File: src/rtl/nnscl_pkg.sv
`default_nettype none

package nnscl_pkg;

  localparam int COLOR_W     = 8;
  localparam int SCALE_W     = 4;
  localparam int DIM_W       = 13;
  localparam int COORD_W     = 15;
  localparam int CFG_INDEX_W = 2;
  localparam int CFG_DATA_W  = 13;

  // Reciprocal of the scale in 1.16 fixed point, rounded up. For positions
  // below 4096 the truncated product equals the exact quotient.
  localparam int RECIP_W     = 17;
  localparam int RECIP_SHIFT = 16;

  // Copy counters of the write sequencer cover spans of up to eight.
  localparam int CNT_W = 3;

  localparam int QDEPTH  = 4;
  localparam int QPTR_W  = 2;
  localparam int QCNT_W  = 3;

  typedef enum logic [CFG_INDEX_W-1:0] {
    REG_MODE  = 2'd0,
    REG_SCALE = 2'd1,
    REG_ROWS  = 2'd2,
    REG_COLS  = 2'd3
  } cfg_reg_t;

  // Configuration after clamping to the legal ranges.
  typedef struct packed {
    logic               up;
    logic [SCALE_W-1:0] scale;
    logic [DIM_W-1:0]   rows;
    logic [DIM_W-1:0]   cols;
  } cfg_t;

  typedef struct packed {
    logic [COLOR_W-1:0] red;
    logic [COLOR_W-1:0] green;
    logic [COLOR_W-1:0] blue;
  } rgb_t;

  // One job for the write sequencer: a span-by-span block of copies.
  typedef struct packed {
    rgb_t               color;
    logic [SCALE_W-1:0] span;
    logic [COORD_W-1:0] base_row;
    logic [COORD_W-1:0] base_col;
  } job_t;

  function automatic logic [RECIP_W-1:0] recip(input logic [SCALE_W-1:0] s);
    logic [RECIP_W-1:0] r;
    unique case (s)
      4'd2:    r = 17'd32768;
      4'd3:    r = 17'd21846;
      4'd4:    r = 17'd16384;
      4'd5:    r = 17'd13108;
      4'd6:    r = 17'd10923;
      4'd7:    r = 17'd9363;
      4'd8:    r = 17'd8192;
      default: r = 17'd65536;
    endcase
    return r;
  endfunction

endpackage

`default_nettype wire

File: src/rtl/nnscl_pix_if.sv
`default_nettype none

interface nnscl_pix_if import nnscl_pkg::*; ();
  logic               valid;
  logic               ready;
  logic [COLOR_W-1:0] red_in;
  logic [COLOR_W-1:0] green_in;
  logic [COLOR_W-1:0] blue_in;

  modport source(output valid, red_in, green_in, blue_in, input ready);
  modport sink(input valid, red_in, green_in, blue_in, output ready);
endinterface

`default_nettype wire

File: src/rtl/nnscl_wr_if.sv
`default_nettype none

interface nnscl_wr_if import nnscl_pkg::*; ();
  logic               valid;
  logic               ready;
  logic [COLOR_W-1:0] red_out;
  logic [COLOR_W-1:0] green_out;
  logic [COLOR_W-1:0] blue_out;
  logic [COORD_W-1:0] out_row;
  logic [COORD_W-1:0] out_col;
  logic               last_copy;

  modport source(output valid, red_out, green_out, blue_out, out_row, out_col, last_copy,
                 input ready);
  modport sink(input valid, red_out, green_out, blue_out, out_row, out_col, last_copy,
               output ready);
endinterface

`default_nettype wire

File: src/rtl/nearest_neighbor_integer_scaler_core.sv
// Nearest-neighbor integer scaler. Pixels of a frame enter in raster order on
// the pix channel, one beat per pixel, and leave as frame-buffer writes on
// the wr channel, each carrying its color and its row and column in the
// output frame. In down mode the top-left pixel of every full scale-by-scale
// block gives one write and all other pixels give none. In up mode every
// pixel gives scale*scale writes, row by row, and the last one is flagged.
// The cfg port sets mode, scale and frame size; write it only while idle.
// A pixel is registered in the front when it is accepted (position and
// reciprocal multiply), is classified there and pushed into the job queue,
// and is then loaded from the queue into the write register. The sequencer
// gives one write per cycle while the receiver is ready: up mode sustains
// one pixel per scale*scale writes, down mode one pixel per cycle. A
// four-entry job queue between front and sequencer lets pixels keep flowing
// while writes are pending or the receiver stalls; when the queue is full
// the front stalls and pix.ready drops. Dropped pixels never wait on the
// queue. Reset clears position, queue and output register and restores
// mode 0, scale 1 and a one-by-one frame.
`default_nettype none

module nearest_neighbor_integer_scaler_core import nnscl_pkg::*; #(
  parameter int MAX_SCALE = 8,
  parameter int MAX_DIM   = 4096
) (
  input  wire logic                   clk,
  input  wire logic                   rst,
  input  wire logic                   cfg_we,
  input  wire logic [CFG_INDEX_W-1:0] cfg_index,
  input  wire logic [CFG_DATA_W-1:0]  cfg_data,
  nnscl_pix_if.sink                   pix,
  nnscl_wr_if.source                  wr
);

  // Configuration registers as written.
  logic               mode;
  logic [SCALE_W-1:0] scale;
  logic [DIM_W-1:0]   image_rows;
  logic [DIM_W-1:0]   image_cols;

  cfg_t cfg;

  logic push_valid;
  logic push_ready;
  job_t push_job;
  logic job_valid;
  job_t job;
  logic job_pop;

  always_ff @(posedge clk) begin
    if (rst) begin
      mode       <= 1'b0;
      scale      <= SCALE_W'(1);
      image_rows <= DIM_W'(1);
      image_cols <= DIM_W'(1);
    end else if (cfg_we) begin
      unique case (cfg_reg_t'(cfg_index))
        REG_MODE:  mode       <= cfg_data[0];
        REG_SCALE: scale      <= cfg_data[SCALE_W-1:0];
        REG_ROWS:  image_rows <= cfg_data[DIM_W-1:0];
        REG_COLS:  image_cols <= cfg_data[DIM_W-1:0];
      endcase
    end
  end

  // A zero setting acts as one; an oversized one acts as the maximum.
  always_comb begin
    cfg.up = mode;
    if (scale == '0) begin
      cfg.scale = SCALE_W'(1);
    end else if (scale > SCALE_W'(MAX_SCALE)) begin
      cfg.scale = SCALE_W'(MAX_SCALE);
    end else begin
      cfg.scale = scale;
    end
    if (image_rows == '0) begin
      cfg.rows = DIM_W'(1);
    end else if (image_rows > DIM_W'(MAX_DIM)) begin
      cfg.rows = DIM_W'(MAX_DIM);
    end else begin
      cfg.rows = image_rows;
    end
    if (image_cols == '0) begin
      cfg.cols = DIM_W'(1);
    end else if (image_cols > DIM_W'(MAX_DIM)) begin
      cfg.cols = DIM_W'(MAX_DIM);
    end else begin
      cfg.cols = image_cols;
    end
  end

  nnscl_front #(
    .MAX_DIM(MAX_DIM)
  ) u_front (
    .clk       (clk),
    .rst       (rst),
    .cfg       (cfg),
    .pix       (pix),
    .push_valid(push_valid),
    .push_ready(push_ready),
    .push_job  (push_job)
  );

  nnscl_queue u_queue (
    .clk       (clk),
    .rst       (rst),
    .push_valid(push_valid),
    .push_ready(push_ready),
    .push_job  (push_job),
    .pop_valid (job_valid),
    .pop_ready (job_pop),
    .pop_job   (job)
  );

  nnscl_back u_back (
    .clk      (clk),
    .rst      (rst),
    .job_valid(job_valid),
    .job      (job),
    .job_pop  (job_pop),
    .wr       (wr)
  );

  // Retiring a job always leaves its last write in the output register.
  a_pop_leaves_beat: assert property (@(posedge clk) disable iff (rst)
    job_pop |=> wr.valid)
    else $error("job retired without a pending write beat");

  // A copy that is not the last of its pixel is followed at once by the next.
  a_copies_contiguous: assert property (@(posedge clk) disable iff (rst)
    wr.valid && wr.ready && !wr.last_copy |=> wr.valid)
    else $error("gap inside the copies of one pixel");

  // A classified pixel that could not be queued is held, not lost.
  a_front_holds: assert property (@(posedge clk) disable iff (rst)
    push_valid && !push_ready |=> push_valid)
    else $error("front lost a job while the queue was full");

  // Reset leaves no job queued and no write pending.
  a_reset_empty: assert property (@(posedge clk) disable iff (rst)
    $past(rst) |-> !wr.valid && !job_valid)
    else $error("state left over after reset");

endmodule

`default_nettype wire

File: src/rtl/nnscl_front.sv
`default_nettype none

module nnscl_front import nnscl_pkg::*; #(
  parameter int MAX_DIM = 4096
) (
  input  wire logic    clk,
  input  wire logic    rst,
  input  wire cfg_t    cfg,
  nnscl_pix_if.sink    pix,
  output logic         push_valid,
  input  wire logic    push_ready,
  output job_t         push_job
);

  localparam int PW = $clog2(MAX_DIM);
  localparam int DW = PW + 1;
  localparam int MW = PW + RECIP_W;
  localparam int SW = PW + SCALE_W;

  logic [PW-1:0] row_pos;
  logic [PW-1:0] col_pos;
  logic [PW-1:0] row_pos_next;
  logic [PW-1:0] col_pos_next;

  logic [DW-1:0]      rows;
  logic [DW-1:0]      cols;
  logic [SCALE_W-1:0] s;
  logic [RECIP_W-1:0] rcp;
  logic [MW-1:0]      row_prod;
  logic [MW-1:0]      col_prod;
  logic [SW-1:0]      row_mul;
  logic [SW-1:0]      col_mul;
  logic               fit;
  logic               accept;
  logic               advance;

  // Stage 1 registers.
  logic               s1_valid;
  rgb_t               s1_color;
  logic               s1_up;
  logic [SCALE_W-1:0] s1_s;
  logic [PW-1:0]      s1_row;
  logic [PW-1:0]      s1_col;
  logic [PW-1:0]      s1_row_q;
  logic [PW-1:0]      s1_col_q;
  logic [COORD_W-1:0] s1_row_up;
  logic [COORD_W-1:0] s1_col_up;
  logic               s1_fit;

  logic [SW-1:0] row_chk;
  logic [SW-1:0] col_chk;
  logic          top_left;
  logic          keep;

  assign rows = cfg.rows[DW-1:0];
  assign cols = cfg.cols[DW-1:0];
  assign s    = cfg.scale;
  assign rcp  = recip(s);

  always_comb begin
    row_pos_next = row_pos;
    col_pos_next = PW'(col_pos + PW'(1));
    if ((DW'(col_pos) + DW'(1)) >= cols) begin
      col_pos_next = '0;
      if ((DW'(row_pos) + DW'(1)) >= rows) begin
        row_pos_next = '0;
      end else begin
        row_pos_next = PW'(row_pos + PW'(1));
      end
    end
  end

  assign row_prod = MW'(row_pos) * MW'(rcp);
  assign col_prod = MW'(col_pos) * MW'(rcp);
  assign row_mul  = SW'(row_pos) * SW'(s);
  assign col_mul  = SW'(col_pos) * SW'(s);
  // Only meaningful for a block's top-left pixel: the block lies fully inside.
  assign fit = ((DW + 1)'(row_pos) + (DW + 1)'(s) <= (DW + 1)'(rows)) &&
               ((DW + 1)'(col_pos) + (DW + 1)'(s) <= (DW + 1)'(cols));

  assign row_chk  = SW'(s1_row_q) * SW'(s1_s);
  assign col_chk  = SW'(s1_col_q) * SW'(s1_s);
  assign top_left = (row_chk == SW'(s1_row)) && (col_chk == SW'(s1_col));
  assign keep     = s1_up || (top_left && s1_fit);

  assign advance   = !s1_valid || !keep || push_ready;
  assign pix.ready = advance;
  assign accept    = pix.valid && advance;

  assign push_valid              = s1_valid && keep;
  assign push_job.color          = s1_color;
  assign push_job.span           = s1_up ? s1_s : SCALE_W'(1);
  assign push_job.base_row       = s1_up ? s1_row_up : COORD_W'(s1_row_q);
  assign push_job.base_col       = s1_up ? s1_col_up : COORD_W'(s1_col_q);

  always_ff @(posedge clk) begin
    if (rst) begin
      s1_valid <= 1'b0;
      row_pos  <= '0;
      col_pos  <= '0;
    end else begin
      if (advance) begin
        s1_valid <= pix.valid;
      end
      if (accept) begin
        row_pos <= row_pos_next;
        col_pos <= col_pos_next;
      end
    end
  end

  always_ff @(posedge clk) begin
    if (accept) begin
      s1_color.red   <= pix.red_in;
      s1_color.green <= pix.green_in;
      s1_color.blue  <= pix.blue_in;
      s1_up          <= cfg.up;
      s1_s           <= s;
      s1_row         <= row_pos;
      s1_col         <= col_pos;
      s1_row_q       <= row_prod[PW+RECIP_SHIFT-1:RECIP_SHIFT];
      s1_col_q       <= col_prod[PW+RECIP_SHIFT-1:RECIP_SHIFT];
      s1_row_up      <= COORD_W'(row_mul);
      s1_col_up      <= COORD_W'(col_mul);
      s1_fit         <= fit;
    end
  end

endmodule

`default_nettype wire

File: src/rtl/nnscl_queue.sv
`default_nettype none

module nnscl_queue import nnscl_pkg::*; (
  input  wire logic clk,
  input  wire logic rst,
  input  wire logic push_valid,
  output logic      push_ready,
  input  wire job_t push_job,
  output logic      pop_valid,
  input  wire logic pop_ready,
  output job_t      pop_job
);

  job_t              entries [QDEPTH];
  logic [QPTR_W-1:0] wr_ptr;
  logic [QPTR_W-1:0] rd_ptr;
  logic [QCNT_W-1:0] count;
  logic              push;
  logic              pop;

  assign push_ready = count != QCNT_W'(QDEPTH);
  assign pop_valid  = count != '0;
  assign pop_job    = entries[rd_ptr];
  assign push       = push_valid && push_ready;
  assign pop        = pop_valid && pop_ready;

  always_ff @(posedge clk) begin
    if (rst) begin
      wr_ptr <= '0;
      rd_ptr <= '0;
      count  <= '0;
    end else begin
      if (push) begin
        wr_ptr <= QPTR_W'(wr_ptr + QPTR_W'(1));
      end
      if (pop) begin
        rd_ptr <= QPTR_W'(rd_ptr + QPTR_W'(1));
      end
      if (push && !pop) begin
        count <= QCNT_W'(count + QCNT_W'(1));
      end else if (pop && !push) begin
        count <= QCNT_W'(count - QCNT_W'(1));
      end
    end
  end

  always_ff @(posedge clk) begin
    if (push) begin
      entries[wr_ptr] <= push_job;
    end
  end

endmodule

`default_nettype wire

File: src/rtl/nnscl_back.sv
`default_nettype none

module nnscl_back import nnscl_pkg::*; (
  input  wire logic clk,
  input  wire logic rst,
  input  wire logic job_valid,
  input  wire job_t job,
  output logic      job_pop,
  nnscl_wr_if.source wr
);

  logic [CNT_W-1:0]   u;
  logic [CNT_W-1:0]   v;
  logic               load;
  logic               u_last;
  logic               v_last;
  logic               out_valid;
  rgb_t               out_color;
  logic [COORD_W-1:0] out_row;
  logic [COORD_W-1:0] out_col;
  logic               out_last;

  assign load    = job_valid && (!out_valid || wr.ready);
  assign v_last  = (SCALE_W'(v) + SCALE_W'(1)) == job.span;
  assign u_last  = (SCALE_W'(u) + SCALE_W'(1)) == job.span;
  assign job_pop = load && u_last && v_last;

  assign wr.valid     = out_valid;
  assign wr.red_out   = out_color.red;
  assign wr.green_out = out_color.green;
  assign wr.blue_out  = out_color.blue;
  assign wr.out_row   = out_row;
  assign wr.out_col   = out_col;
  assign wr.last_copy = out_last;

  always_ff @(posedge clk) begin
    if (rst) begin
      out_valid <= 1'b0;
      u         <= '0;
      v         <= '0;
    end else begin
      out_valid <= load || (out_valid && !wr.ready);
      if (load) begin
        if (v_last) begin
          v <= '0;
          u <= u_last ? '0 : CNT_W'(u + CNT_W'(1));
        end else begin
          v <= CNT_W'(v + CNT_W'(1));
        end
      end
    end
  end

  always_ff @(posedge clk) begin
    if (load) begin
      out_color <= job.color;
      out_row   <= COORD_W'(job.base_row + COORD_W'(u));
      out_col   <= COORD_W'(job.base_col + COORD_W'(v));
      out_last  <= u_last && v_last;
    end
  end

endmodule

`default_nettype wire

File: src/flat_wrapper.sv
// flat-port wrapper written by rule: the top's interface ports become plain ports
module nearest_neighbor_integer_scaler_core_flat import nnscl_pkg::*;
#(
  parameter int MAX_SCALE = 8,
  parameter int MAX_DIM   = 4096
)
  (clk, rst, cfg_we, cfg_index, cfg_data, pix_valid, pix_red_in, pix_green_in, pix_blue_in, pix_ready, wr_valid, wr_red_out, wr_green_out, wr_blue_out, wr_out_row, wr_out_col, wr_last_copy, wr_ready);
  nnscl_pix_if pix_i ();
  nnscl_wr_if wr_i ();
  input  wire logic clk;
  input  wire logic rst;
  input  wire logic cfg_we;
  input  wire logic [CFG_INDEX_W-1:0] cfg_index;
  input  wire logic [CFG_DATA_W-1:0] cfg_data;
  input wire logic [$bits(pix_i.valid)-1:0] pix_valid;
  input wire logic [$bits(pix_i.red_in)-1:0] pix_red_in;
  input wire logic [$bits(pix_i.green_in)-1:0] pix_green_in;
  input wire logic [$bits(pix_i.blue_in)-1:0] pix_blue_in;
  output wire logic [$bits(pix_i.ready)-1:0] pix_ready;
  output wire logic [$bits(wr_i.valid)-1:0] wr_valid;
  output wire logic [$bits(wr_i.red_out)-1:0] wr_red_out;
  output wire logic [$bits(wr_i.green_out)-1:0] wr_green_out;
  output wire logic [$bits(wr_i.blue_out)-1:0] wr_blue_out;
  output wire logic [$bits(wr_i.out_row)-1:0] wr_out_row;
  output wire logic [$bits(wr_i.out_col)-1:0] wr_out_col;
  output wire logic [$bits(wr_i.last_copy)-1:0] wr_last_copy;
  input wire logic [$bits(wr_i.ready)-1:0] wr_ready;
  assign pix_i.valid = pix_valid;
  assign pix_i.red_in = pix_red_in;
  assign pix_i.green_in = pix_green_in;
  assign pix_i.blue_in = pix_blue_in;
  assign pix_ready = pix_i.ready;
  assign wr_valid = wr_i.valid;
  assign wr_red_out = wr_i.red_out;
  assign wr_green_out = wr_i.green_out;
  assign wr_blue_out = wr_i.blue_out;
  assign wr_out_row = wr_i.out_row;
  assign wr_out_col = wr_i.out_col;
  assign wr_last_copy = wr_i.last_copy;
  assign wr_i.ready = wr_ready;
  nearest_neighbor_integer_scaler_core #(.MAX_SCALE(MAX_SCALE), .MAX_DIM(MAX_DIM)) u_core (.clk(clk), .rst(rst), .cfg_we(cfg_we), .cfg_index(cfg_index), .cfg_data(cfg_data), .pix(pix_i), .wr(wr_i));
endmodule
File: config.mk
export PLATFORM = sky130hd
export DESIGN_NAME = nearest_neighbor_integer_scaler_core_flat
export DESIGN_NICKNAME = d
export VERILOG_FILES = /design/src/rtl/nnscl_pkg.sv /design/src/rtl/nnscl_pix_if.sv /design/src/rtl/nnscl_wr_if.sv /design/src/rtl/nearest_neighbor_integer_scaler_core.sv /design/src/rtl/nnscl_front.sv /design/src/rtl/nnscl_queue.sv /design/src/rtl/nnscl_back.sv /design/src/flat_wrapper.sv
export SDC_FILE = /design/constraint.sdc
export NUM_CORES = 2
export LEC_CHECK = 0
export ABC_AREA = 1
export BUFFER_PORTS_ARGS = -buffer_cell sky130_fd_sc_hd__buf_4
export CORE_ASPECT_RATIO = 1.4
export CORE_MARGIN = 2
export CORE_UTILIZATION = 60
export DETAILED_ROUTE_END_ITERATION = 12
export PLACE_DENSITY = 0.83
export SYNTH_ARGS = -nofsm -noshare
export SYNTH_HDL_FRONTEND = slang
export SYNTH_SLANG_ARGS = --single-unit
File: constraint.sdc
create_clock -name clk -period 12.8 [get_ports clk]
set_input_delay 1.92 -clock clk [delete_from_list [all_inputs] [get_ports clk]]
set_output_delay 1.92 -clock clk [all_outputs]
set_load 0.01 [all_outputs]
Word-level counts from Yosys, hierarchy flattened --
Memory sizes are Yosys's and may differ from the RTL's. A register that Yosys moved wholly into a read port is not among the register bits. Cells that the tools add are included. W data, S select, Z words.
Word-level totals: register bits after elaboration 233, RAM bits 232, output and inout bits 57, logic and storage cells 133, memories kept 1
Memory list:
- u_core.u_queue.entries | words 4, width 58, read ports 1, clocked after Yosys merged registers in 1, write ports 1, RTL line nnscl_queue.sv:14 | job_t entries [QDEPTH];
Cells by class: add/sub/neg operators 16, multiply operators 6, magnitude comparators 7, equal/unequal tests 15, multiplexer cells 20, reductions and logical operators 37
Operator list (count):
- $pmux W17 S7 | 1
- $mul A12 B17 Y28 | 2
- $mux W13 | 4
- $eq A16 B12 Y1 | 2
- $mul A12 B4 Y16 | 2
- $add A15 B3 Y15 | 2
- $mul A12 B4 Y15 | 2
- $mux W15 | 2
- $add A12 B1 Y13 const B | 2
- $add A12 B4 Y13 | 2
- $ge A13 B13 Y1 | 2
- $gt A13 B13 Y1 const B | 2
- $le A13 B13 Y1 | 2
- $logic_not A13 Y1 | 2
- $add A12 B1 Y12 const B | 2
- $mux W12 | 2
- $eq A4 B3 Y1 const B | 4
- $logic_and A1 B1 Y1 | 14
- $mux W3 | 4
- $mux W4 | 3
- $reduce_and A2 Y1 | 6
- $add A3 B1 Y3 const B | 3
- $add A3 B1 Y4 const B | 2
- $eq A4 B2 Y1 const B | 2
- other kinds (16) | 30

Longest topological paths before layout --
depth in word-level cells 11, gate-level depth with buffers 33

Cells and area by module --
A second synthesis with hierarchy kept.
Second synthesis, totals: cells, all modules 4211, area, all modules 38192.9 sq um
By module, submodules not included:
- nnscl_front | instances 1, cells each 3123, area an instance 24701.2 sq um, seq. area each 3743.6 sq um
- nnscl_queue | instances 1, cells each 629, area an instance 9148.8 sq um, seq. area each 7146.9 sq um
- nnscl_back | instances 1, cells each 245, area an instance 2837.7 sq um, seq. area each 1791.7 sq um
- nearest_neighbor_integer_scaler_core | instances 1, cells each 214, area an instance 1505.2 sq um, seq. area each 620.6 sq um

Worst setup path after synthesis --
Ideal clock, no wire load.
path type reg-to-reg, start register u_core.u_front.s1_s[3], end memory u_core.u_queue.entries[0][0] (netlist name) (enable), setup time 0.474 ns, data arrival time 6.126 ns, data required time 12.326 ns, path slack 6.200 ns, cell stages (with the launch flop) 28, cells stage by stage edfxtp_1 -> clkbuf_1 -> clkbuf_1 -> nand2_1 -> inv_1 -> fa_1 -> inv_1 -> fa_1 -> inv_1 -> fa_1 -> inv_1 -> nand2_1 -> nand2_1 -> inv_1 -> nand4_1 -> nor2_1 -> nand2_1 -> nor2_1 -> nand3_1 -> nor2_1 -> nand3_1 -> nor2_1 -> nand2_1 -> nand2_2 -> nand2_1 -> nor2_1 -> inv_1 -> nor2_1
On the way: word-level cells in the longest chain between the ends 9, elaborated cells between the ends (all ways) 11, classes of those cells 2 x mul; 2 x eq/ne; 2 x mux; 5 x reduce/logical
RTL lines:
- start: declaration | RTL line nnscl_front.sv:41 | logic [SCALE_W-1:0] s1_s;
- start signal: assignment | RTL line nnscl_front.sv:118 | s1_s <= s;
- $mul A12 B4 Y16 (on tied branches) | RTL line nnscl_front.sv:81, nnscl_front.sv:82
- $eq A16 B12 Y1 | RTL line nnscl_front.sv:83 | assign top_left = (row_chk == SW'(s1_row)) && (col_chk == SW'(s1_col));
- $logic_and A1 B1 Y1 (*) | RTL line nnscl_front.sv:83
- $logic_and A1 B1 Y1 (*) | RTL line nnscl_front.sv:84 | assign keep = s1_up || (top_left && s1_fit);
- $logic_or A1 B1 Y1 (*) | RTL line nnscl_front.sv:84
- $logic_and A1 B1 Y1 (*) | RTL line nnscl_front.sv:90 | assign push_valid = s1_valid && keep;
- $logic_and A1 B1 Y1 (*) | RTL line nnscl_queue.sv:24 | assign push = push_valid && push_ready;
- via u_core.u_queue.push | RTL line nnscl_queue.sv:18 | logic push;
- $mux W1 (*) | RTL line nnscl_queue.sv:48 | if (push) begin
- $mux W1 (not written as such) (*) | RTL line nnscl_queue.sv:49 | entries[wr_ptr] <= push_job;
- end: declaration | RTL line nnscl_queue.sv:14
Mark *: on every way through the listed nets, which the timed path passes. The rest lies on a longest branch.

Worst setup path after layout --
start register u_core.scale[0], end register u_core.u_front.s1_row_q[10], data pin
On the way: word-level cells in the longest chain between the ends 6, elaborated cells between the ends (all ways) 13, classes of those cells 1 x mul; 1 x order compare; 7 x eq/ne; 3 x mux; 1 x reduce/logical
RTL lines:
- start: declaration | RTL line nearest_neighbor_integer_scaler_core.sv:35 | logic [SCALE_W-1:0] scale;
- start signal: assignment | RTL line nearest_neighbor_integer_scaler_core.sv:57 | REG_SCALE: scale <= cfg_data[SCALE_W-1:0];
- $gt A4 B4 Y1 | RTL line nearest_neighbor_integer_scaler_core.sv:69 | end else if (scale > SCALE_W'(MAX_SCALE)) begin
- $mux W4 | RTL line nearest_neighbor_integer_scaler_core.sv:69
- $mux W4 (*) | RTL line nearest_neighbor_integer_scaler_core.sv:67 | if (scale == '0) begin
- $eq A4 B4 Y1, or another cell as far along | RTL line nnscl_pkg.sv:55 | unique case (s)
- $pmux W17 S7 (*) | RTL line nnscl_pkg.sv:55
- $mul A12 B17 Y28 (*) | RTL line nnscl_front.sv:73 | assign row_prod = MW'(row_pos) * MW'(rcp);
- via u_core.u_front.row_prod[26] | RTL line nnscl_front.sv:29 | logic [MW-1:0] row_prod;
- end signal: assignment | RTL line nnscl_front.sv:121 | s1_row_q <= row_prod[PW+RECIP_SHIFT-1:RECIP_SHIFT];
- end: declaration | RTL line nnscl_front.sv:44 | logic [PW-1:0] s1_row_q;
Marks and branches as above. A chain may end at the register's enable or synchronous reset.

==> flow_metrics.env <==
export IMPL_layout_commonest_cell="nand2_1"
export IMPL_ctsHoldBuffers=0
export IMPL_start_util=0.609
export IMPL_fin_area_um2=40900
export IMPL_register_area_um2=13300
export IMPL_clkTransAtPathRegs_ns=0.07
export IMPL_grt_first_pass_wirelength_um=162000
export IMPL_synth_flop_cell="edfxtp_1"
export IMPL_yosysWarnings=0
export IMPL_place_area_um2=39400
export IMPL_synthCells=4160
export IMPL_hpwl_um=78000
export IMPL_power_density_nw_per_um2=113
export IMPL_grt_use_total=0.326
export IMPL_syn_nets=4856
export IMPL_synth_area_mux_share=0
export IMPL_ios=101
export IMPL_synth_cell_types=58
export IMPL_cpPeakStageDelay_ns=0.74
export IMPL_synth_seq_cells=467
export IMPL_worstPathArrival_ns=8.45
export IMPL_num_antenna_cells=0
export IMPL_worstSetupPathType="register to register"
export IMPL_die_height_um=301
export IMPL_synth_xor_area_frac=0.0326
export IMPL_nets=4913
export IMPL_clock_sinks=467
export IMPL_required_ns=13.17
export IMPL_clockBufferDepth=3
export IMPL_dieWidth_um=216
export IMPL_grt_overflow_total=0
export IMPL_cts_made_buffers=44
export IMPL_fmax_ghz=0.124
export IMPL_grt_max_degree=89
export IMPL_synth_async_sr_flop_share=0
export IMPL_worstMarginPinSlew_ns=1.07
export IMPL_multi_input_area_um2=20800
export IMPL_synth_simple_area_share=0.160
export IMPL_crit_start="u_core.scale[0]"
export IMPL_viasPerCell=5.69
export IMPL_syn2layout_area_growth_pct=8.24
export IMPL_r2r_start="u_core.scale[0]"
export IMPL_syn_avg_cell_area_um2=9.09
export IMPL_ant_nets=0
export IMPL_synth_top_family_by_area="adder cells"
export IMPL_p_leak_nw=19.8
export IMPL_antenna_found_initial=0
export IMPL_status="completed"
export IMPL_period_minus_slack_ns=8.08
export IMPL_core_um2=62200
export IMPL_hold_path_class="register to register"
export IMPL_gp_congestion=1.07
export IMPL_start_kind="register"
export IMPL_synth_edf_count=395
export IMPL_hold_viol_final=0
export IMPL_h_tree_depth=2
export IMPL_port_buffers=100
export IMPL_rows=108
export IMPL_slew_viol_final=0
export IMPL_drt_pass1_iter_count=5
export IMPL_vias=28900
export IMPL_synth_compound_area_share=0.0660
export IMPL_clock_skew_ns=0.0528
export IMPL_hold_start="u_core.mode"
export IMPL_wl_per_cell_um=20.5
export IMPL_drc=0
export IMPL_fp_dieArea_um2=65100
export IMPL_cts_resized=0
export IMPL_clkLatencyLatePin_ns=0.63
export IMPL_clock_root_buffer="clkbuf_16"
export IMPL_cts_tree="done"
export IMPL_cp_slowest_cell="nor2_2"
export IMPL_cts_setup_buffers=0
export IMPL_routed_wl_um=104000
export IMPL_final_cell_mix="824 x nand2_1, 815 x inv_1, 452 x nor2_1"
export IMPL_grt_pass1_vias=30200
export IMPL_fillCellCount=4805
export IMPL_fin_crit_sh=0.631
export IMPL_ys_seq_area_frac=0.352
export IMPL_irDropWorstVdd_v=0.000105
export IMPL_rsz0062_at_grt="false"
export IMPL_yosys_area_share_adder=0.290
export IMPL_max_slew_margin_rel=0.289
export IMPL_path_max_fanout=18
export IMPL_finalSetupTns_ns=0
export IMPL_drive_gt1_frac=0.0696
export IMPL_critPathCaptureType="register"
export IMPL_drv_cap=0
export IMPL_syn_cell_area_um2=37800
export IMPL_setup_viol=0
export IMPL_drt_iter0_drc=2310
==> synthesized netlist by cell type (all sizes together) (4+ instances only) <==
cell type	number	area [um^2]
o21a	6	45.0
a32oi	9	78.8
dfxtp	72	1440
buf	33	209
a32o	7	70.1
o21bai	9	71.3
or2	4	25.0
clkinv	15	57.6
a31oi	7	43.8
nor3	38	216
edfxtp	395	11900
a21oi	155	783
nor2	473	1820
nand2	839	3200
nand4	29	181
o211ai	6	45.0
clkbuf	97	364
a211oi	9	67.6
xnor2	34	298
nor4	10	68.8
nand3b	9	67.6
ha	275	3440
inv	828	3110
nand3	83	460
xor2	107	937
o221ai	5	43.8
fa	377	7550
o22ai	42	263
o21ai	176	922
==> worst paths after layout <==
kind,to,depth (start not counted),slack [ns]
max,u_core.u_front.s1_row_q[10],28,4.72
min reg2reg,u_core.u_front.s1_up,0,0.45
min,u_core.u_front.s1_up,0,0.45
max reg2reg,u_core.u_front.s1_row_q[10],28,4.72
==> sequential cells by signal, summed over array words and instances, names as in the netlist, 13 cells and up, named ones only <==
name	flops
u_core.u_back.wr.out_col	15
u_core.image_rows	13
u_core.u_queue.entries	232
u_core.u_front.s1_col_up	15
u_core.u_front.s1_row_up	15
u_core.u_front.push_job	24
u_core.image_cols	13
u_core.u_back.wr.out_row	15
==> metal layers <==
layer,GRT usage,vias to the layer above,wire (um)
met1,0.362,13900,35900
li1,-,13200,-
met5,0,-,0
met2,0.578,1394,52300
met3,0.0413,425,7260
met4,0.235,0,8510
==> per-stage QoR <==
stage          power, mW  setup slack [ns]  hold slack, ns  std cells  utilization
2_1_floorplan       2.80              6.20           0.406       4160            -
3_3_place_gp        3.19              5.19           0.429       4996        0.634
3_5_place_dp        3.23              4.91           0.430       4996        0.634
4_1_cts             4.62              4.88           0.449       5077        0.659
5_1_grt             4.86              4.33           0.452       5077        0.659
6_report            4.64              4.72           0.448       5077        0.659
==> critical path: cells and delay by family (launching register included) <==
kind            cells  cell delay (ns)
compound gates      5             1.00
xor+xnor            1             0.17
fa+ha+maj           6             2.99
buf+inv             9             1.45
flops               1             0.56
simple gates        7             1.65
==> where the power goes <==
part	leakage [nW]	total [mW]	switching (mW)	internal (mW)
logic	14.7	1.36	0.899	0.461
registers	4.32	1.88	0.110	1.77
clock network	0.742	1.40	0.631	0.773
==> cells by family (layout without fill, tap and decap cells) <==
kind of cell / Yosys count / in the layout
adders and majority gates: 652 / 652
and+or+nand+nor: 1488 / 1488
buffers and inverters: 973 / 1065
AOI/OAI and AO/OA: 439 / 439
xor gates and xnor gates: 141 / 141
DFF: 467 / 467
==> layout make-up <==
type | instances | share of cell area
well taps | 825 | 0.0252
clock buffers | 52 | 0.0284
multi-input cells | 2720 | 0.509
clock inverters | 29 | 0.00950
flip-flops and latches | 467 | 0.325
repair buffers | 141 | 0.0259
inverters | 843 | 0.0774
Note: power is estimated with default switching activity, not from simulation.
